**src/rtl/im2col_address_generator_defines.svh**
```systemverilog
// Assertion macros shared by the im2col address generator RTL.
// Both expect clk and rst_n in scope at the point of use.
`ifndef IM2COL_ADDRESS_GENERATOR_DEFINES_SVH
`define IM2COL_ADDRESS_GENERATOR_DEFINES_SVH
`ifndef SYNTHESIS
`define IMCOL_ASSERT(label, prop, msg) \
    label: assert property (@(posedge clk) disable iff (!rst_n) prop) else $error(msg);
`define IMCOL_ASSERT_NEVER(label, expr, msg) \
    label: assert property (@(posedge clk) disable iff (!rst_n) !(expr)) else $error(msg);
`else
`define IMCOL_ASSERT(label, prop, msg)
`define IMCOL_ASSERT_NEVER(label, expr, msg)
`endif
`endif

```
**src/rtl/imcol_pkg.sv**
```systemverilog
package imcol_pkg;

    // Bounds of the configuration registers
    localparam int MAX_BATCH    = 16;
    localparam int MAX_CHANNELS = 64;
    localparam int MAX_DIM      = 1024;
    localparam int MAX_KERNEL   = 16;
    localparam int MAX_STRIDE   = 8;
    localparam int MAX_PAD      = 8;

    // Register widths
    localparam int BATCH_CFG_W = 5;
    localparam int CHAN_CFG_W  = 7;
    localparam int DIM_W       = 11;
    localparam int KERN_CFG_W  = 5;
    localparam int STRIDE_W    = 4;
    localparam int PAD_W       = 4;
    localparam int CFG_DATA_W  = 11;
    localparam int CFG_IDX_W   = 3;

    // Counter and result widths
    localparam int BATCH_W = 4;
    localparam int CHAN_W  = 6;
    localparam int KERN_W  = 4;
    localparam int COL_W   = 25;
    localparam int ROW_W   = 14;
    localparam int SRC_W   = 12;
    localparam int AREA_W  = 22;
    localparam int KAREA_W = 9;

    // Reset values of the registers and of the geometry derived from them
    localparam int BATCH_RST  = 1;
    localparam int CHAN_RST   = 1;
    localparam int H_RST      = 8;
    localparam int W_RST      = 8;
    localparam int KH_RST     = 3;
    localparam int KW_RST     = 3;
    localparam int S_RST      = 1;
    localparam int P_RST      = 0;
    localparam int OH_RST     = (H_RST + 2 * P_RST - KH_RST) / S_RST + 1;
    localparam int OW_RST     = (W_RST + 2 * P_RST - KW_RST) / S_RST + 1;
    localparam int OHOW_RST   = OH_RST * OW_RST;
    localparam int KHKW_RST   = KH_RST * KW_RST;

    // Request queue
    localparam int Q_DEPTH = 4;
    localparam int Q_PTR_W = 2;
    localparam int Q_CNT_W = 3;

    typedef enum logic [CFG_IDX_W-1:0] {
        REG_BATCH_COUNT,
        REG_CHANNEL_COUNT,
        REG_IN_HEIGHT,
        REG_IN_WIDTH,
        REG_KERNEL_HEIGHT,
        REG_KERNEL_WIDTH,
        REG_STRIDE_STEP,
        REG_PADDING
    } cfg_reg_t;

    typedef enum logic [2:0] {
        CFG_IDLE,
        CFG_LOAD,
        CFG_DIV,
        CFG_MUL,
        CFG_DONE
    } cfg_state_t;

    typedef enum logic [1:0] {
        WALK_RUN,
        WALK_FIX_ROW,
        WALK_FIX_BASE,
        WALK_FIX_SET
    } walk_state_t;

    typedef struct packed {
        logic restart;
    } item_t;

    typedef struct packed {
        logic                   busy;
        logic                   done;
        logic                   geom_ok;
        logic [BATCH_CFG_W-1:0] nb;
        logic [CHAN_CFG_W-1:0]  nc;
        logic [DIM_W-1:0]       h;
        logic [DIM_W-1:0]       w;
        logic [KERN_CFG_W-1:0]  kh;
        logic [KERN_CFG_W-1:0]  kw;
        logic [STRIDE_W-1:0]    s;
        logic [PAD_W-1:0]       p;
        logic [DIM_W-1:0]       oh;
        logic [DIM_W-1:0]       ow;
        logic [KAREA_W-1:0]     khkw;
        logic [AREA_W-1:0]      ohow;
    } geo_t;

endpackage

```
**src/rtl/imcol_req_if.sv**
```systemverilog
interface imcol_req_if;
    logic valid;
    logic ready;
    logic restart;

    modport source (output valid, output restart, input ready);
    modport sink (input valid, input restart, output ready);
endinterface

```
**src/rtl/imcol_res_if.sv**
```systemverilog
interface imcol_res_if import imcol_pkg::*; ();
    logic                    valid;
    logic                    ready;
    logic                    valid_res;
    logic [COL_W-1:0]        mat_col;
    logic [ROW_W-1:0]        mat_row;
    logic [BATCH_W-1:0]      batch_index;
    logic [CHAN_W-1:0]       channel_index;
    logic signed [SRC_W-1:0] src_row;
    logic signed [SRC_W-1:0] src_col;
    logic                    is_pad;
    logic                    last;

    modport source (
        output valid, output valid_res, output mat_col, output mat_row,
        output batch_index, output channel_index, output src_row, output src_col,
        output is_pad, output last, input ready
    );
    modport sink (
        input valid, input valid_res, input mat_col, input mat_row,
        input batch_index, input channel_index, input src_row, input src_col,
        input is_pad, input last, output ready
    );
endinterface

```
**src/rtl/imcol_cfg.sv**
```systemverilog
module imcol_cfg import imcol_pkg::*; (
    input  logic                  clk,
    input  logic                  rst_n,
    input  logic                  cfg_we,
    input  logic [CFG_IDX_W-1:0]  cfg_index,
    input  logic [CFG_DATA_W-1:0] cfg_wdata,
    output geo_t                  geo
);

    localparam int DIFF_W    = DIM_W + 1;
    localparam int REM_W     = 3;
    localparam int DIV_CNT_W = $clog2(DIM_W);

    logic [BATCH_CFG_W-1:0] batch_count_reg;
    logic [CHAN_CFG_W-1:0]  channel_count_reg;
    logic [DIM_W-1:0]       in_height_reg;
    logic [DIM_W-1:0]       in_width_reg;
    logic [KERN_CFG_W-1:0]  kernel_height_reg;
    logic [KERN_CFG_W-1:0]  kernel_width_reg;
    logic [STRIDE_W-1:0]    stride_step_reg;
    logic [PAD_W-1:0]       padding_reg;

    logic [BATCH_CFG_W-1:0] nb;
    logic [CHAN_CFG_W-1:0]  nc;
    logic [DIM_W-1:0]       h;
    logic [DIM_W-1:0]       w;
    logic [KERN_CFG_W-1:0]  kh;
    logic [KERN_CFG_W-1:0]  kw;
    logic [STRIDE_W-1:0]    s;
    logic [PAD_W-1:0]       p;

    logic [DIFF_W-1:0] ph;
    logic [DIFF_W-1:0] pw;
    logic [DIFF_W-1:0] dr;
    logic [DIFF_W-1:0] dc;
    logic              geom_ok;

    cfg_state_t state_reg;
    cfg_state_t state_next;
    logic       load_en;
    logic       div_en;
    logic       mul_en;
    logic       done_st;

    logic [DIV_CNT_W-1:0] div_cnt_reg;
    logic [DIM_W-1:0]     num_r_reg;
    logic [DIM_W-1:0]     num_c_reg;
    logic [REM_W-1:0]     rem_r_reg;
    logic [REM_W-1:0]     rem_c_reg;
    logic [DIM_W-1:0]     q_r1;
    logic [DIM_W-1:0]     q_c1;

    logic                 geom_ok_reg;
    logic [DIM_W-1:0]     oh_reg;
    logic [DIM_W-1:0]     ow_reg;
    logic [AREA_W-1:0]    ohow_reg;
    logic [KAREA_W-1:0]   khkw_reg;

    // One restoring step: quotient bit shifts in where the numerator bit leaves.
    function automatic logic [REM_W+DIM_W-1:0] div_step(
        input logic [REM_W-1:0]    rem,
        input logic [DIM_W-1:0]    num,
        input logic [STRIDE_W-1:0] d
    );
        logic [REM_W:0] t;
        logic           q;
        t = {rem, num[DIM_W-1]};
        q = (t >= d);
        if (q)
        begin
            t = t - d;
        end
        return {t[REM_W-1:0], num[DIM_W-2:0], q};
    endfunction

    always_ff @(posedge clk or negedge rst_n)
    begin
        if (!rst_n)
        begin
            batch_count_reg   <= BATCH_CFG_W'(BATCH_RST);
            channel_count_reg <= CHAN_CFG_W'(CHAN_RST);
            in_height_reg     <= DIM_W'(H_RST);
            in_width_reg      <= DIM_W'(W_RST);
            kernel_height_reg <= KERN_CFG_W'(KH_RST);
            kernel_width_reg  <= KERN_CFG_W'(KW_RST);
            stride_step_reg   <= STRIDE_W'(S_RST);
            padding_reg       <= PAD_W'(P_RST);
        end
        else if (cfg_we)
        begin
            unique case (cfg_reg_t'(cfg_index))
                REG_BATCH_COUNT:   batch_count_reg   <= cfg_wdata[BATCH_CFG_W-1:0];
                REG_CHANNEL_COUNT: channel_count_reg <= cfg_wdata[CHAN_CFG_W-1:0];
                REG_IN_HEIGHT:     in_height_reg     <= cfg_wdata[DIM_W-1:0];
                REG_IN_WIDTH:      in_width_reg      <= cfg_wdata[DIM_W-1:0];
                REG_KERNEL_HEIGHT: kernel_height_reg <= cfg_wdata[KERN_CFG_W-1:0];
                REG_KERNEL_WIDTH:  kernel_width_reg  <= cfg_wdata[KERN_CFG_W-1:0];
                REG_STRIDE_STEP:   stride_step_reg   <= cfg_wdata[STRIDE_W-1:0];
                REG_PADDING:       padding_reg       <= cfg_wdata[PAD_W-1:0];
                default: ;
            endcase
        end
    end

    // Raise zero to the low bound (padding may stay zero), lower anything above the high bound
    always_comb
    begin
        nb = (batch_count_reg == '0) ? BATCH_CFG_W'(1) :
             (batch_count_reg > BATCH_CFG_W'(MAX_BATCH)) ? BATCH_CFG_W'(MAX_BATCH) :
             batch_count_reg;
        nc = (channel_count_reg == '0) ? CHAN_CFG_W'(1) :
             (channel_count_reg > CHAN_CFG_W'(MAX_CHANNELS)) ? CHAN_CFG_W'(MAX_CHANNELS) :
             channel_count_reg;
        h  = (in_height_reg == '0) ? DIM_W'(1) :
             (in_height_reg > DIM_W'(MAX_DIM)) ? DIM_W'(MAX_DIM) : in_height_reg;
        w  = (in_width_reg == '0) ? DIM_W'(1) :
             (in_width_reg > DIM_W'(MAX_DIM)) ? DIM_W'(MAX_DIM) : in_width_reg;
        kh = (kernel_height_reg == '0) ? KERN_CFG_W'(1) :
             (kernel_height_reg > KERN_CFG_W'(MAX_KERNEL)) ? KERN_CFG_W'(MAX_KERNEL) :
             kernel_height_reg;
        kw = (kernel_width_reg == '0) ? KERN_CFG_W'(1) :
             (kernel_width_reg > KERN_CFG_W'(MAX_KERNEL)) ? KERN_CFG_W'(MAX_KERNEL) :
             kernel_width_reg;
        s  = (stride_step_reg == '0) ? STRIDE_W'(1) :
             (stride_step_reg > STRIDE_W'(MAX_STRIDE)) ? STRIDE_W'(MAX_STRIDE) :
             stride_step_reg;
        p  = (padding_reg > PAD_W'(MAX_PAD)) ? PAD_W'(MAX_PAD) : padding_reg;
    end

    assign ph      = DIFF_W'(h) + DIFF_W'({p, 1'b0});
    assign pw      = DIFF_W'(w) + DIFF_W'({p, 1'b0});
    assign dr      = ph - DIFF_W'(kh);
    assign dc      = pw - DIFF_W'(kw);
    assign geom_ok = (ph >= DIFF_W'(kh)) && (pw >= DIFF_W'(kw));

    always_comb
    begin
        state_next = state_reg;
        unique case (state_reg)
            CFG_IDLE: state_next = CFG_IDLE;
            CFG_LOAD: state_next = CFG_DIV;
            CFG_DIV:
            begin
                if (div_cnt_reg == DIV_CNT_W'(DIM_W - 1))
                begin
                    state_next = CFG_MUL;
                end
            end
            CFG_MUL:  state_next = CFG_DONE;
            CFG_DONE: state_next = CFG_IDLE;
            default:  state_next = CFG_IDLE;
        endcase
        // A new write restarts the whole setup
        if (cfg_we)
        begin
            state_next = CFG_LOAD;
        end
    end

    always_comb
    begin
        load_en = 1'b0;
        div_en  = 1'b0;
        mul_en  = 1'b0;
        done_st = 1'b0;
        unique case (state_reg)
            CFG_IDLE: ;
            CFG_LOAD: load_en = 1'b1;
            CFG_DIV:  div_en  = 1'b1;
            CFG_MUL:  mul_en  = 1'b1;
            CFG_DONE: done_st = 1'b1;
            default: ;
        endcase
    end

    always_ff @(posedge clk or negedge rst_n)
    begin
        if (!rst_n)
        begin
            state_reg   <= CFG_IDLE;
            div_cnt_reg <= '0;
        end
        else
        begin
            state_reg <= state_next;
            if (load_en)
            begin
                div_cnt_reg <= '0;
            end
            else if (div_en)
            begin
                div_cnt_reg <= div_cnt_reg + DIV_CNT_W'(1);
            end
        end
    end

    always_ff @(posedge clk)
    begin
        if (load_en)
        begin
            num_r_reg <= dr[DIM_W-1:0];
            num_c_reg <= dc[DIM_W-1:0];
            rem_r_reg <= '0;
            rem_c_reg <= '0;
        end
        else if (div_en)
        begin
            {rem_r_reg, num_r_reg} <= div_step(rem_r_reg, num_r_reg, s);
            {rem_c_reg, num_c_reg} <= div_step(rem_c_reg, num_c_reg, s);
        end
    end

    assign q_r1 = num_r_reg + DIM_W'(1);
    assign q_c1 = num_c_reg + DIM_W'(1);

    always_ff @(posedge clk or negedge rst_n)
    begin
        if (!rst_n)
        begin
            geom_ok_reg <= 1'b1;
            oh_reg      <= DIM_W'(OH_RST);
            ow_reg      <= DIM_W'(OW_RST);
            ohow_reg    <= AREA_W'(OHOW_RST);
            khkw_reg    <= KAREA_W'(KHKW_RST);
        end
        else
        begin
            if (load_en)
            begin
                geom_ok_reg <= geom_ok;
            end
            if (mul_en)
            begin
                oh_reg   <= q_r1;
                ow_reg   <= q_c1;
                ohow_reg <= AREA_W'(q_r1) * AREA_W'(q_c1);
                khkw_reg <= KAREA_W'(kh) * KAREA_W'(kw);
            end
        end
    end

    always_comb
    begin
        geo.busy    = cfg_we || (state_reg != CFG_IDLE);
        geo.done    = done_st && !cfg_we;
        geo.geom_ok = geom_ok_reg;
        geo.nb      = nb;
        geo.nc      = nc;
        geo.h       = h;
        geo.w       = w;
        geo.kh      = kh;
        geo.kw      = kw;
        geo.s       = s;
        geo.p       = p;
        geo.oh      = oh_reg;
        geo.ow      = ow_reg;
        geo.khkw    = khkw_reg;
        geo.ohow    = ohow_reg;
    end

endmodule

```
**src/rtl/imcol_front.sv**
```systemverilog
`include "im2col_address_generator_defines.svh"

module imcol_front import imcol_pkg::*; (
    input  logic         clk,
    input  logic         rst_n,
    imcol_req_if.sink    req,
    input  logic         hold,
    input  logic         pop,
    output logic         entry_valid,
    output item_t        entry
);

    item_t              q_mem_reg [Q_DEPTH];
    logic [Q_PTR_W-1:0] wr_ptr_reg;
    logic [Q_PTR_W-1:0] rd_ptr_reg;
    logic [Q_CNT_W-1:0] count_reg;
    logic [Q_CNT_W-1:0] count_next;
    logic               push;

    assign req.ready   = !hold && (count_reg != Q_CNT_W'(Q_DEPTH));
    assign push        = req.valid && req.ready;
    assign entry_valid = (count_reg != '0);
    assign entry       = q_mem_reg[rd_ptr_reg];

    always_comb
    begin
        count_next = count_reg;
        if (push && !pop)
        begin
            count_next = count_reg + Q_CNT_W'(1);
        end
        else if (pop && !push)
        begin
            count_next = count_reg - Q_CNT_W'(1);
        end
    end

    always_ff @(posedge clk)
    begin
        if (push)
        begin
            q_mem_reg[wr_ptr_reg] <= '{restart: req.restart};
        end
    end

    always_ff @(posedge clk or negedge rst_n)
    begin
        if (!rst_n)
        begin
            wr_ptr_reg <= '0;
            rd_ptr_reg <= '0;
            count_reg  <= '0;
        end
        else
        begin
            count_reg <= count_next;
            if (push)
            begin
                wr_ptr_reg <= wr_ptr_reg + Q_PTR_W'(1);
            end
            if (pop)
            begin
                rd_ptr_reg <= rd_ptr_reg + Q_PTR_W'(1);
            end
        end
    end

    `IMCOL_ASSERT(a_count_bound, count_reg <= Q_CNT_W'(Q_DEPTH), "queue count above depth")
    `IMCOL_ASSERT_NEVER(a_pop_empty, pop && (count_reg == '0), "pop from empty queue")
    `IMCOL_ASSERT(a_count_track, (push && !pop) |=> count_reg == $past(count_reg) + Q_CNT_W'(1), "count did not follow push")

endmodule

```
**src/rtl/imcol_walk.sv**
```systemverilog
`include "im2col_address_generator_defines.svh"

module imcol_walk import imcol_pkg::*; (
    input  logic         clk,
    input  logic         rst_n,
    input  geo_t         geo,
    input  logic         entry_valid,
    input  item_t        entry,
    output logic         pop,
    output logic         busy,
    imcol_res_if.source  res
);

    localparam int SRC_X_W = SRC_W + 1;

    typedef struct packed {
        logic               valid_res;
        logic [COL_W-1:0]   mat_col;
        logic [ROW_W-1:0]   mat_row;
        logic [BATCH_W-1:0] batch_index;
        logic [CHAN_W-1:0]  channel_index;
        logic [SRC_W-1:0]   src_row;
        logic [SRC_W-1:0]   src_col;
        logic               is_pad;
        logic               last;
    } res_t;

    walk_state_t state_reg;
    walk_state_t state_next;

    logic [BATCH_W-1:0] n_reg;
    logic [DIM_W-1:0]   oh_c_reg;
    logic [DIM_W-1:0]   ow_c_reg;
    logic [CHAN_W-1:0]  c_reg;
    logic [KERN_W-1:0]  kr_reg;
    logic [KERN_W-1:0]  kc_reg;
    logic [COL_W-1:0]   col_idx_reg;
    logic [ROW_W-1:0]   row_idx_reg;
    logic [SRC_W-1:0]   rbase_reg;
    logic [SRC_W-1:0]   cbase_reg;

    logic [COL_W-1:0]   prod_a_reg;
    logic [AREA_W-1:0]  prod_b_reg;
    logic [COL_W-1:0]   mul_a;
    logic [AREA_W-1:0]  mul_b;

    logic               out_valid_reg;
    res_t               out_reg;
    res_t               res_next;

    logic               restart;
    logic [SRC_W-1:0]   neg_p;
    logic [BATCH_W-1:0] cur_n;
    logic [DIM_W-1:0]   cur_oh;
    logic [DIM_W-1:0]   cur_ow;
    logic [CHAN_W-1:0]  cur_c;
    logic [KERN_W-1:0]  cur_kr;
    logic [KERN_W-1:0]  cur_kc;
    logic [COL_W-1:0]   cur_col;
    logic [ROW_W-1:0]   cur_row;
    logic [SRC_W-1:0]   cur_rbase;
    logic [SRC_W-1:0]   cur_cbase;

    logic kc_last, kr_last, c_last, ow_last, oh_last, n_last;
    logic step_k, step_c, step_ow, step_oh, fin;

    logic [SRC_X_W-1:0] src_r;
    logic [SRC_X_W-1:0] src_c;

    logic [BATCH_W-1:0] n_nx;
    logic [DIM_W-1:0]   oh_nx;
    logic [DIM_W-1:0]   ow_nx;
    logic [CHAN_W-1:0]  c_nx;
    logic [KERN_W-1:0]  kr_nx;
    logic [KERN_W-1:0]  kc_nx;
    logic [COL_W-1:0]   col_nx;
    logic [ROW_W-1:0]   row_nx;
    logic [SRC_W-1:0]   rbase_nx;
    logic [SRC_W-1:0]   cbase_nx;

    logic beyond;
    logic clear_walk;

    assign restart   = entry.restart;
    assign neg_p     = SRC_W'(0) - SRC_W'(geo.p);

    always_comb
    begin
        cur_n     = restart ? '0 : n_reg;
        cur_oh    = restart ? '0 : oh_c_reg;
        cur_ow    = restart ? '0 : ow_c_reg;
        cur_c     = restart ? '0 : c_reg;
        cur_kr    = restart ? '0 : kr_reg;
        cur_kc    = restart ? '0 : kc_reg;
        cur_col   = restart ? '0 : col_idx_reg;
        cur_row   = restart ? '0 : row_idx_reg;
        cur_rbase = restart ? neg_p : rbase_reg;
        cur_cbase = restart ? neg_p : cbase_reg;
    end

    always_comb
    begin
        kc_last = KERN_CFG_W'(cur_kc) == geo.kw - KERN_CFG_W'(1);
        kr_last = KERN_CFG_W'(cur_kr) == geo.kh - KERN_CFG_W'(1);
        c_last  = CHAN_CFG_W'(cur_c) == geo.nc - CHAN_CFG_W'(1);
        ow_last = cur_ow == geo.ow - DIM_W'(1);
        oh_last = cur_oh == geo.oh - DIM_W'(1);
        n_last  = BATCH_CFG_W'(cur_n) == geo.nb - BATCH_CFG_W'(1);
        step_k  = kc_last && kr_last;
        step_c  = step_k && c_last;
        step_ow = step_c && ow_last;
        step_oh = step_ow && oh_last;
        fin     = step_oh && n_last;
    end

    always_comb
    begin
        kc_nx    = kc_last ? '0 : cur_kc + KERN_W'(1);
        kr_nx    = kc_last ? (kr_last ? '0 : cur_kr + KERN_W'(1)) : cur_kr;
        c_nx     = step_k ? (c_last ? '0 : cur_c + CHAN_W'(1)) : cur_c;
        ow_nx    = step_c ? (ow_last ? '0 : cur_ow + DIM_W'(1)) : cur_ow;
        oh_nx    = step_ow ? (oh_last ? '0 : cur_oh + DIM_W'(1)) : cur_oh;
        n_nx     = step_oh ? (n_last ? '0 : cur_n + BATCH_W'(1)) : cur_n;
        row_nx   = step_c ? '0 : cur_row + ROW_W'(1);
        col_nx   = fin ? '0 : (step_c ? cur_col + COL_W'(1) : cur_col);
        rbase_nx = step_ow ? (oh_last ? neg_p : cur_rbase + SRC_W'(geo.s)) : cur_rbase;
        cbase_nx = step_c ? (ow_last ? neg_p : cur_cbase + SRC_W'(geo.s)) : cur_cbase;
    end

    // Sign-extend the base, add the kernel offset; a negative value reads as
    // a large unsigned number, so one compare against the image size covers both sides.
    assign src_r = {cur_rbase[SRC_W-1], cur_rbase} + SRC_X_W'(cur_kr);
    assign src_c = {cur_cbase[SRC_W-1], cur_cbase} + SRC_X_W'(cur_kc);

    always_comb
    begin
        res_next = '0;
        if (geo.geom_ok)
        begin
            res_next.valid_res     = 1'b1;
            res_next.mat_col       = cur_col;
            res_next.mat_row       = cur_row;
            res_next.batch_index   = cur_n;
            res_next.channel_index = cur_c;
            res_next.src_row       = src_r[SRC_W-1:0];
            res_next.src_col       = src_c[SRC_W-1:0];
            res_next.is_pad        = (src_r >= SRC_X_W'(geo.h)) || (src_c >= SRC_X_W'(geo.w));
            res_next.last          = fin;
        end
    end

    // With no valid geometry keep the counters as they are; the next request clears them
    always_comb
    begin
        beyond = (BATCH_CFG_W'(n_reg) >= geo.nb) || (oh_c_reg >= geo.oh) ||
                 (ow_c_reg >= geo.ow) || (CHAN_CFG_W'(c_reg) >= geo.nc) ||
                 (KERN_CFG_W'(kr_reg) >= geo.kh) || (KERN_CFG_W'(kc_reg) >= geo.kw);
        clear_walk = geo.geom_ok && beyond;
    end

    always_comb
    begin
        state_next = state_reg;
        unique case (state_reg)
            WALK_RUN:
            begin
                if (geo.done && geo.geom_ok && !beyond)
                begin
                    state_next = WALK_FIX_ROW;
                end
            end
            WALK_FIX_ROW:  state_next = WALK_FIX_BASE;
            WALK_FIX_BASE: state_next = WALK_FIX_SET;
            WALK_FIX_SET:  state_next = WALK_RUN;
            default:       state_next = WALK_RUN;
        endcase
    end

    always_comb
    begin
        busy = 1'b1;
        pop  = 1'b0;
        unique case (state_reg)
            WALK_RUN:
            begin
                busy = 1'b0;
                pop  = entry_valid && (!out_valid_reg || res.ready);
            end
            WALK_FIX_ROW, WALK_FIX_BASE, WALK_FIX_SET: busy = 1'b1;
            default: busy = 1'b1;
        endcase
    end

    // Shared multipliers rebuild the running indices after a geometry change
    always_comb
    begin
        mul_a = '0;
        mul_b = '0;
        unique case (state_reg)
            WALK_RUN:
            begin
                mul_a = COL_W'(n_reg) * COL_W'(geo.ohow);
                mul_b = AREA_W'(oh_c_reg) * AREA_W'(geo.ow);
            end
            WALK_FIX_ROW:
            begin
                mul_a = COL_W'(ROW_W'(c_reg) * ROW_W'(geo.khkw));
                mul_b = AREA_W'(KAREA_W'(kr_reg) * KAREA_W'(geo.kw));
            end
            WALK_FIX_BASE:
            begin
                mul_a = COL_W'(AREA_W'(oh_c_reg) * AREA_W'(geo.s));
                mul_b = AREA_W'(ow_c_reg) * AREA_W'(geo.s);
            end
            default: ;
        endcase
    end

    always_ff @(posedge clk)
    begin
        if (state_reg != WALK_FIX_SET)
        begin
            prod_a_reg <= mul_a;
            prod_b_reg <= mul_b;
        end
        if (pop)
        begin
            out_reg <= res_next;
        end
    end

    always_ff @(posedge clk or negedge rst_n)
    begin
        if (!rst_n)
        begin
            state_reg     <= WALK_RUN;
            out_valid_reg <= 1'b0;
            n_reg         <= '0;
            oh_c_reg      <= '0;
            ow_c_reg      <= '0;
            c_reg         <= '0;
            kr_reg        <= '0;
            kc_reg        <= '0;
            col_idx_reg   <= '0;
            row_idx_reg   <= '0;
            rbase_reg     <= SRC_W'(0) - SRC_W'(P_RST);
            cbase_reg     <= SRC_W'(0) - SRC_W'(P_RST);
        end
        else
        begin
            state_reg <= state_next;
            if (pop)
            begin
                out_valid_reg <= 1'b1;
            end
            else if (res.ready)
            begin
                out_valid_reg <= 1'b0;
            end

            if ((pop && !geo.geom_ok) ||
                (state_reg == WALK_RUN && geo.done && clear_walk))
            begin
                n_reg       <= '0;
                oh_c_reg    <= '0;
                ow_c_reg    <= '0;
                c_reg       <= '0;
                kr_reg      <= '0;
                kc_reg      <= '0;
                col_idx_reg <= '0;
                row_idx_reg <= '0;
                rbase_reg   <= neg_p;
                cbase_reg   <= neg_p;
            end
            else if (pop)
            begin
                n_reg       <= n_nx;
                oh_c_reg    <= oh_nx;
                ow_c_reg    <= ow_nx;
                c_reg       <= c_nx;
                kr_reg      <= kr_nx;
                kc_reg      <= kc_nx;
                col_idx_reg <= col_nx;
                row_idx_reg <= row_nx;
                rbase_reg   <= rbase_nx;
                cbase_reg   <= cbase_nx;
            end
            else
            begin
                unique case (state_reg)
                    WALK_RUN: ;
                    WALK_FIX_ROW:
                    begin
                        col_idx_reg <= prod_a_reg + COL_W'(prod_b_reg) + COL_W'(ow_c_reg);
                    end
                    WALK_FIX_BASE:
                    begin
                        row_idx_reg <= prod_a_reg[ROW_W-1:0] + prod_b_reg[ROW_W-1:0] +
                                       ROW_W'(kc_reg);
                    end
                    WALK_FIX_SET:
                    begin
                        rbase_reg <= prod_a_reg[SRC_W-1:0] - SRC_W'(geo.p);
                        cbase_reg <= prod_b_reg[SRC_W-1:0] - SRC_W'(geo.p);
                    end
                    default: ;
                endcase
            end
        end
    end

    assign res.valid         = out_valid_reg;
    assign res.valid_res     = out_reg.valid_res;
    assign res.mat_col       = out_reg.mat_col;
    assign res.mat_row       = out_reg.mat_row;
    assign res.batch_index   = out_reg.batch_index;
    assign res.channel_index = out_reg.channel_index;
    assign res.src_row       = out_reg.src_row;
    assign res.src_col       = out_reg.src_col;
    assign res.is_pad        = out_reg.is_pad;
    assign res.last          = out_reg.last;

    `IMCOL_ASSERT(a_kern_in_bounds, (state_reg == WALK_RUN && !geo.busy && geo.geom_ok) |-> (KERN_CFG_W'(kc_reg) < geo.kw && KERN_CFG_W'(kr_reg) < geo.kh && CHAN_CFG_W'(c_reg) < geo.nc), "loop counter beyond bound")
    `IMCOL_ASSERT(a_last_wraps, (pop && res_next.last) |=> (n_reg == '0 && oh_c_reg == '0 && ow_c_reg == '0 && col_idx_reg == '0 && row_idx_reg == '0), "walk did not wrap after last")
    `IMCOL_ASSERT(a_res_hold, (res.valid && !res.ready) |=> (res.valid && $stable(out_reg)), "result changed while stalled")

endmodule

```
**src/rtl/im2col_address_generator.sv**
```systemverilog
// im2col address generator with zero padding. Each request on req yields one result on res:
// the im2col matrix column (batch, output position) and row (channel, kernel offset) of the
// next element, its batch and channel, the signed source pixel in the unpadded image, a flag
// for elements in the zero border and a flag on the final element, after which the walk wraps;
// restart=1 returns to the first element. The loop order is batch, output row, output column,
// channel, kernel row, kernel column. Requests are taken one per cycle while req.ready is
// high, and results leave at one element per clock while res.ready is high; a small request
// queue and a result register let either side stall without stopping the other. If the kernel
// does not fit the padded image, results carry valid_res=0 and zeros. A configuration write,
// which the user must make only while the block is idle (the block does not enforce it),
// holds off requests through a load, 11 steps of the bit-serial divider that works out the
// output height and width, a multiply, a handoff, then if needed a rebuild of the running indices.
module im2col_address_generator import imcol_pkg::*; (
    input  logic                  clk,
    input  logic                  rst_n,
    imcol_req_if.sink             req,
    imcol_res_if.source           res,
    input  logic                  cfg_we,
    input  logic [CFG_IDX_W-1:0]  cfg_index,
    input  logic [CFG_DATA_W-1:0] cfg_wdata
);

    geo_t  geo;
    logic  walk_busy;
    logic  hold;
    logic  pop;
    logic  entry_valid;
    item_t entry;

    // Hold requests while the geometry settles
    assign hold = geo.busy || walk_busy;

    imcol_cfg u_cfg (
        .clk       (clk),
        .rst_n     (rst_n),
        .cfg_we    (cfg_we),
        .cfg_index (cfg_index),
        .cfg_wdata (cfg_wdata),
        .geo       (geo)
    );

    imcol_front u_front (
        .clk         (clk),
        .rst_n       (rst_n),
        .req         (req),
        .hold        (hold),
        .pop         (pop),
        .entry_valid (entry_valid),
        .entry       (entry)
    );

    imcol_walk u_walk (
        .clk         (clk),
        .rst_n       (rst_n),
        .geo         (geo),
        .entry_valid (entry_valid),
        .entry       (entry),
        .pop         (pop),
        .busy        (walk_busy),
        .res         (res)
    );

endmodule
```
**src/flat_wrapper.sv**
```systemverilog
// flat-port wrapper written by rule: the top's interface ports become plain ports
module im2col_address_generator_flat import imcol_pkg::*;
  (clk, rst_n, cfg_we, cfg_index, cfg_wdata, req_valid, req_restart, req_ready, res_valid, res_valid_res, res_mat_col, res_mat_row, res_batch_index, res_channel_index, res_src_row, res_src_col, res_is_pad, res_last, res_ready);
  imcol_req_if req_i ();
  imcol_res_if res_i ();
  input  logic clk;
  input  logic rst_n;
  input  logic cfg_we;
  input  logic [CFG_IDX_W-1:0] cfg_index;
  input  logic [CFG_DATA_W-1:0] cfg_wdata;
  input wire logic [$bits(req_i.valid)-1:0] req_valid;
  input wire logic [$bits(req_i.restart)-1:0] req_restart;
  output wire logic [$bits(req_i.ready)-1:0] req_ready;
  output wire logic [$bits(res_i.valid)-1:0] res_valid;
  output wire logic [$bits(res_i.valid_res)-1:0] res_valid_res;
  output wire logic [$bits(res_i.mat_col)-1:0] res_mat_col;
  output wire logic [$bits(res_i.mat_row)-1:0] res_mat_row;
  output wire logic [$bits(res_i.batch_index)-1:0] res_batch_index;
  output wire logic [$bits(res_i.channel_index)-1:0] res_channel_index;
  output wire logic [$bits(res_i.src_row)-1:0] res_src_row;
  output wire logic [$bits(res_i.src_col)-1:0] res_src_col;
  output wire logic [$bits(res_i.is_pad)-1:0] res_is_pad;
  output wire logic [$bits(res_i.last)-1:0] res_last;
  input wire logic [$bits(res_i.ready)-1:0] res_ready;
  assign req_i.valid = req_valid;
  assign req_i.restart = req_restart;
  assign req_ready = req_i.ready;
  assign res_valid = res_i.valid;
  assign res_valid_res = res_i.valid_res;
  assign res_mat_col = res_i.mat_col;
  assign res_mat_row = res_i.mat_row;
  assign res_batch_index = res_i.batch_index;
  assign res_channel_index = res_i.channel_index;
  assign res_src_row = res_i.src_row;
  assign res_src_col = res_i.src_col;
  assign res_is_pad = res_i.is_pad;
  assign res_last = res_i.last;
  assign res_i.ready = res_ready;
  im2col_address_generator u_core (.clk(clk), .rst_n(rst_n), .req(req_i), .res(res_i), .cfg_we(cfg_we), .cfg_index(cfg_index), .cfg_wdata(cfg_wdata));
endmodule
```
**config.mk**
```make
export PLATFORM = sky130hd
export DESIGN_NAME = im2col_address_generator_flat
export DESIGN_NICKNAME = d
export VERILOG_FILES = /design/src/rtl/imcol_pkg.sv /design/src/rtl/imcol_req_if.sv /design/src/rtl/imcol_res_if.sv /design/src/rtl/imcol_cfg.sv /design/src/rtl/imcol_front.sv /design/src/rtl/imcol_walk.sv /design/src/rtl/im2col_address_generator.sv /design/src/flat_wrapper.sv
export VERILOG_INCLUDE_DIRS = /design/src /design/src/rtl
export SDC_FILE = /design/constraint.sdc
export NUM_CORES = 2
export LEC_CHECK = 0
export BUFFER_PORTS_ARGS = -buffer_cell sky130_fd_sc_hd__buf_2
export CAP_MARGIN = 20
export CORE_ASPECT_RATIO = 1.4
export CORE_MARGIN = 5
export CORE_UTILIZATION = 40
export DETAILED_ROUTE_END_ITERATION = 7
export SKIP_CTS_REPAIR_TIMING = 1
export SYNTH_ARGS = -nofsm -noshare
export SYNTH_HDL_FRONTEND = slang
export SYNTH_SLANG_ARGS = --single-unit
```
**constraint.sdc**
```tcl
create_clock -name clk -period 5.7 [get_ports clk]
set_clock_uncertainty 0.05 [all_clocks]
set_input_delay 0.57 -clock clk [delete_from_list [all_inputs] [get_ports clk]]
set_output_delay 0.57 -clock clk [all_outputs]
set_load 0.05 [all_outputs]
```
# After elaboration in Yosys (flattened, before gate mapping)
# Memory sizes are Yosys's and may differ from the RTL's.
# Index checks and enable logic that the tools add are counted.
[word_totals]
input_bits = 20
reg_bits = 377
ramBits = 4
mem_count = 1
[mem_list]
columns = ["memory", "depth", "word_bits", "rd", "rd_ports_with_merged_regs", "wr", "line_no", "rtl"]
rows = [
  ["u_core.u_front.q_mem_reg", 4, 1, 1, 0, 1, "imcol_front.sv:13", "item_t q_mem_reg [Q_DEPTH];"],
]
[op_classes]
muxes = 95
reduce_logical = 62
eq_ne = 25
n_mul = 8
magnitude_cmp = 20
add_sub_neg = 38
[ops]
columns = ["cell", "count"]
rows = [
  ["$mux W11", 18],
  ["$mux W25", 6],
  ["$mux W12", 12],
  ["$mux W4", 19],
  ["$mux W76", 1],
  ["$pmux W25 S3", 1],
  ["$mux W14", 5],
  ["$pmux W22 S3", 1],
  ["$add A11 B1 Y11 const B", 4],
  ["$mul A11 B11 Y22", 2],
  ["$mul A11 B4 Y15", 2],
  ["$mux W5", 6],
  ["$mux W6", 5],
  ["$add A12 B5 Y13", 2],
  ["$ge A13 B11 Y1", 2],
  ["$add A25 B1 Y25 const B", 1],
  ["$add A25 B11 Y25", 1],
  ["$add A25 B22 Y25", 1],
  ["$mul A4 B22 Y25", 1],
  ["$add A11 B5 Y12", 2],
  ["$add A12 B4 Y12", 2],
  ["$ge A12 B5 Y1", 2],
  ["$sub A12 B4 Y12", 2],
  ["$eq A11 B11 Y1", 2],
  ["other kinds (55)", 148],
]

# Longest topological paths before layout
[depth]
ltp_word = 13
mapped_depth = 24

# Cells and area by module
# From an unflattened synthesis, not the netlist that was laid out.
[hier_totals]
hier_cells = 4858
area_unflattened_um2 = 42426.9
[modules_own_cells]
columns = ["module", "area_each_um2", "instances", "seq_area_each_um2", "cells_per_inst"]
rows = [
  ["imcol_walk", 29538.3, 1, 6346.1, 3474],
  ["imcol_cfg", 12301.8, 1, 3631.0, 1343],
  ["imcol_front", 580.6, 1, 295.3, 40],
  ["im2col_address_generator", 6.3, 1, 0.0, 1],
]

# Worst setup path after synthesis
# Ideal clock, no wire load.
[synth_timing]
path_kind = "register to register"
start = "reg u_core.u_cfg.ow_reg[2]"
end = "reg u_core.u_walk.prod_b_reg[20], data pin"
setup_slack_ps = -637
path_stages_with_launch = 22
path_buffers = 2
period_less_slack_ps = 6337
required_time_ps = 5389
arrival_ps = 6026
cell_sequence = "dfstp_2 clkbuf_1 buf_1 nand2_1 fa_1 fa_1 fa_1 inv_1 fa_1 inv_1 fa_1 inv_1 ha_1 o21a_1 and3_1 o31a_1 a2111o_1 and3_1 o311a_1 o31a_1 mux2i_1 a311o_1"
[synth_between]
elab_chain_len = 2
[synth_rtl]
columns = ["item", "line_no", "rtl"]
rows = [
  ["from (decl)", "imcol_cfg.sv:55", "logic [DIM_W-1:0] ow_reg;"],
  ["from (signal assigned)", "imcol_cfg.sv:222", "ow_reg <= DIM_W'(OW_RST);"],
  ["from (signal assigned)", "imcol_cfg.sv:235", "ow_reg <= q_c1;"],
  ["$mul A11 B11 Y22", "imcol_walk.sv:203", "mul_b = AREA_W'(oh_c_reg) * AREA_W'(geo.ow);"],
  ["$pmux W22 S3", "imcol_walk.sv:199", "unique case (state_reg)"],
  ["net u_core.u_walk.mul_b[20]", "imcol_walk.sv:45", "logic [AREA_W-1:0] mul_b;"],
  ["to (signal assigned)", "imcol_walk.sv:224", "prod_b_reg <= mul_b;"],
  ["to (decl)", "imcol_walk.sv:43", "logic [AREA_W-1:0] prod_b_reg;"],
]
# The timed path passes the listed nets, and every way through them passes these cells.
# A chain may end at the register's enable or synchronous reset.

# Final worst setup path
# Ends and elaborated chain as after synthesis.

==> results.sh <==
export IMPL_outcome="finished with violations"
export IMPL_violations="setup timing"
export IMPL_firstDrtPassIters=6
export IMPL_synth_seq_cells=381
export IMPL_holdCritPathClass="in2reg"
export IMPL_clock_sinks=381
export IMPL_drt_iter0_drc=2526
export IMPL_io_buffers=97
export IMPL_vias=36100
export IMPL_numCtsBuffers=42
export IMPL_fillers=10100
export IMPL_netlist_area_leader_share_pct=14.8
export IMPL_synthFlopType="dfrtp_1"
export IMPL_tritoncts="built"
export IMPL_cp_max_fo=7
export IMPL_crit_type="reg2reg"
export IMPL_cts_root_buf="clkbuf_16"
export IMPL_syn2layout_area_growth_pct=14.5
export IMPL_ys_warn_count=0
export IMPL_syn_nets=5532
export IMPL_post_synth_top_count_cell="nand2_1"
export IMPL_avgSynthCellArea_um2=8.78
export IMPL_clk_path_buf_depth=3
export IMPL_antenna_found_initial=7
export IMPL_routed_wl_mm=139
export IMPL_regArea_mm2=0.0103
export IMPL_path_clk_slew_ns=0.07
export IMPL_startpoint_type="flop"
export IMPL_synth_cell_type_count=96
export IMPL_clock_latency_ns=0.62
export IMPL_dp_cells=6285
export IMPL_coreArea_mm2=0.104
export IMPL_crit_path_max_incr_delay_ns=0.64
export IMPL_pin_count=98
export IMPL_hold_violations=0
export IMPL_grt_max_degree=103
export IMPL_wl_per_cell_um=21.7
export IMPL_p_leak_nw=22.8
export IMPL_fin_crit_sh_pct=101
export IMPL_syn_inst=4773
export IMPL_fin_nets=5774
export IMPL_rsz0062_at_grt="true"
export IMPL_power_density_mw_per_mm2=660
export IMPL_overflow=0
export IMPL_post_route_drc_count=0
export IMPL_grt_pass1_vias=36500
export IMPL_fp_dieW_um=283
export IMPL_cp_common_cell="fa_1"
export IMPL_grt_pass1_wl_mm=214
export IMPL_crit_required_ns=6.00
export IMPL_gp_congestion=0.965
export IMPL_cp_top_family="adder cells"
export IMPL_max_slew_margin_rel_pct=19.3
export IMPL_cp_slowest_cell="dfstp_2"
export IMPL_layout_drive_gt1_share_pct=14.8
export IMPL_synth_top_area_cell="fa_1"
export IMPL_ir_drop_v=0.00115
export IMPL_h_tree_depth=2
export IMPL_fin_ws_ns=-0.0384
export IMPL_cp_arrival_ns=6.03
export IMPL_slew_viol_final=0
export IMPL_tightest_slew_ns=1.19
export IMPL_dp_hpwl_mm=111
export IMPL_cap_viol_max_count=0
export IMPL_rows=140
export IMPL_max_freq_mhz=174
export IMPL_crit_path_cell_trace="nand2_2, fa_1, fa_1, inv_2, fa_1, inv_1, fa_1, inv_2, fa_1, ha_4, a21o_1, a21o_1, a2111o_1, and3_4, o311a_1, o31a_1, mux2i_1, a311o_1"
export IMPL_multiInputGateArea_mm2=0.0296
export IMPL_synthArstFlopShare_pct=59.3
export IMPL_synth_edf_count=149
export IMPL_synthTopCellsByArea="fa_1 (15%), ha_1 (13%), dfrtp_1 (12%), edfxtp_1 (11%), nand2_1 (5.1%)"
export IMPL_ys_top_cells_by_count="nand2_1 (564), inv_1 (510), ha_1 (430), nor2_1 (367), fa_1 (309)"
export IMPL_die_area_mm2=0.111
export IMPL_initial_utilization_pct=40.3
export IMPL_layout_cells_non_filler=6399
export IMPL_ys_seq_area_share_pct=24.5
export IMPL_critPathBufInv=3
export IMPL_drtAntennaViolNets=0
export IMPL_die_h_um=393
export IMPL_setup_viol=1
export IMPL_tns_ns=-0.0384
export IMPL_grtUsageTotal_pct=24.3
export IMPL_synth_area_mm2=0.0419
export IMPL_vias_per_cell=5.64
export IMPL_worstSetupEndpointType="flop"
export IMPL_period_needed_ns=5.74
worst register-to-register path: stages (launching register included):
cell	delay, ns
dfstp_2	0.64
nand2_2	0.08
fa_1	0.49
fa_1	0.51
inv_2	0.04
fa_1	0.52
inv_1	0.05
fa_1	0.48
inv_2	0.04
fa_1	0.51
ha_4	0.21
a21o_1	0.17
a21o_1	0.16
a2111o_1	0.40
and3_4	0.18
o311a_1	0.31
o31a_1	0.27
mux2i_1	0.12
a311o_1	0.27
layout by cell type, fill, tap and decap left out, types with 35 or more instances in the layout:
cell	Yosys	final
or3_1	36	36
xor2_1	98	93
mux2_2	60	59
nand2b_1	54	54
nand4_1	40	40
fa_1	309	299
a21oi_1	192	185
inv_1	510	495
o211ai_1	35	35
edfxtp_1	149	149
ha_1	430	415
clkbuf_16	0	43
nor2_1	367	348
dfrtp_1	208	205
nand2_1	564	553
buf_4	3	286
nand3_1	102	95
and3_1	80	77
a31oi_1	38	38
nor2b_1	65	63
xnor2_1	161	146
a21o_1	78	78
buf_2	14	97
o21ai_0	252	247
nor3_1	112	106
and2_1	128	126
worst paths after layout:
path | start | endpoint | slack, ns | depth (start not counted)
setup / recovery | u_core.u_cfg.ow_reg[2]$_DFFE_PN1P_ | u_core.u_walk.prod_b_reg[20]$_DFFE_PP_ | -0.04 | 18
max in group asynchronous | rst_n | u_core.u_cfg.ow_reg[4]$_DFFE_PN0P_ | 3.85 | 3
min in group asynchronous | rst_n | u_core.u_walk.rbase_reg[9]$_DFFE_PN0P_ | 0.45 | 2
hold reg to reg | u_core.u_cfg.rem_r_reg[2]$_SDFFE_PP0N_ | u_core.u_cfg.rem_r_reg[2]$_SDFFE_PP0N_ | 0.41 | 2
hold / removal | req_restart | u_core.u_front.q_mem_reg[1]$_DFFE_PP_ | 0.14 | 1
setup reg to reg | u_core.u_cfg.ow_reg[2]$_DFFE_PN1P_ | u_core.u_walk.prod_b_reg[20]$_DFFE_PP_ | -0.04 | 18
metrics by stage:
stage / power, mW / setup WS, ns / area (um^2) / util (%) / hold WS, ns
2_1_floorplan: 18.3 / -0.137 / 42200 / - / 0.224
3_3_place_gp: 26.4 / -0.210 / 45600 / 43.8 / 0.398
3_5_place_dp: 26.6 / -0.278 / 45600 / 43.8 / 0.406
4_1_cts: 29.8 / -0.300 / 47100 / 45.3 / -0.131
5_1_grt: 34.2 / -0.204 / 48000 / 46.1 / 0.142
6_report: 31.7 / -0.0384 / 48000 / 46.1 / 0.141
report_power, final:
group	switching (mW)	internal (mW)	leakage (nW)
registers	1.12	3.99	4.41
logic	13.3	10.3	17.7
clock network	1.30	1.75	0.738
total	15.7	16.0	22.8
layout make-up:
| cell class | count | share of cell area (%) |
|---|---|---|
| multi-input cells | 3670 | 61.7 |
| repair buffers | 405 | 6.14 |
| inverters | 515 | 4.04 |
| well taps | 1349 | 3.52 |
| flip-flops and latches | 381 | 21.4 |
| clock buffers | 50 | 2.40 |
| diodes | 1 | 0.00522 |
| clock inverters | 28 | 0.748 |
cell families (layout without fill, tap and decap cells):
kind of cell | after synthesis | count (layout) | share of synthesized area, %
xor gates and xnor gates | 263 | 263 | 5.63
and+or+nand+nor | 1679 | 1679 | 19.4
AOI/OAI and AO/OA | 905 | 905 | 14.1
muxes | 84 | 84 | 2.22
buffers and inverters | 722 | 998 | 6.57
DFF | 381 | 381 | 24.5
adders and majority gates | 739 | 739 | 27.6
other | 0 | 1 | 0
per-layer routing:
metal	track usage [%]	up-vias	part of all wire, %
met4	14.0	4	7.1
met2	43.7	1131	50
met1	28.3	17700	38
met3	2.56	371	4.6
li1	-	16900	-
met5	0	-	0.019
Note: power is estimated with default switching activity, not from simulation.
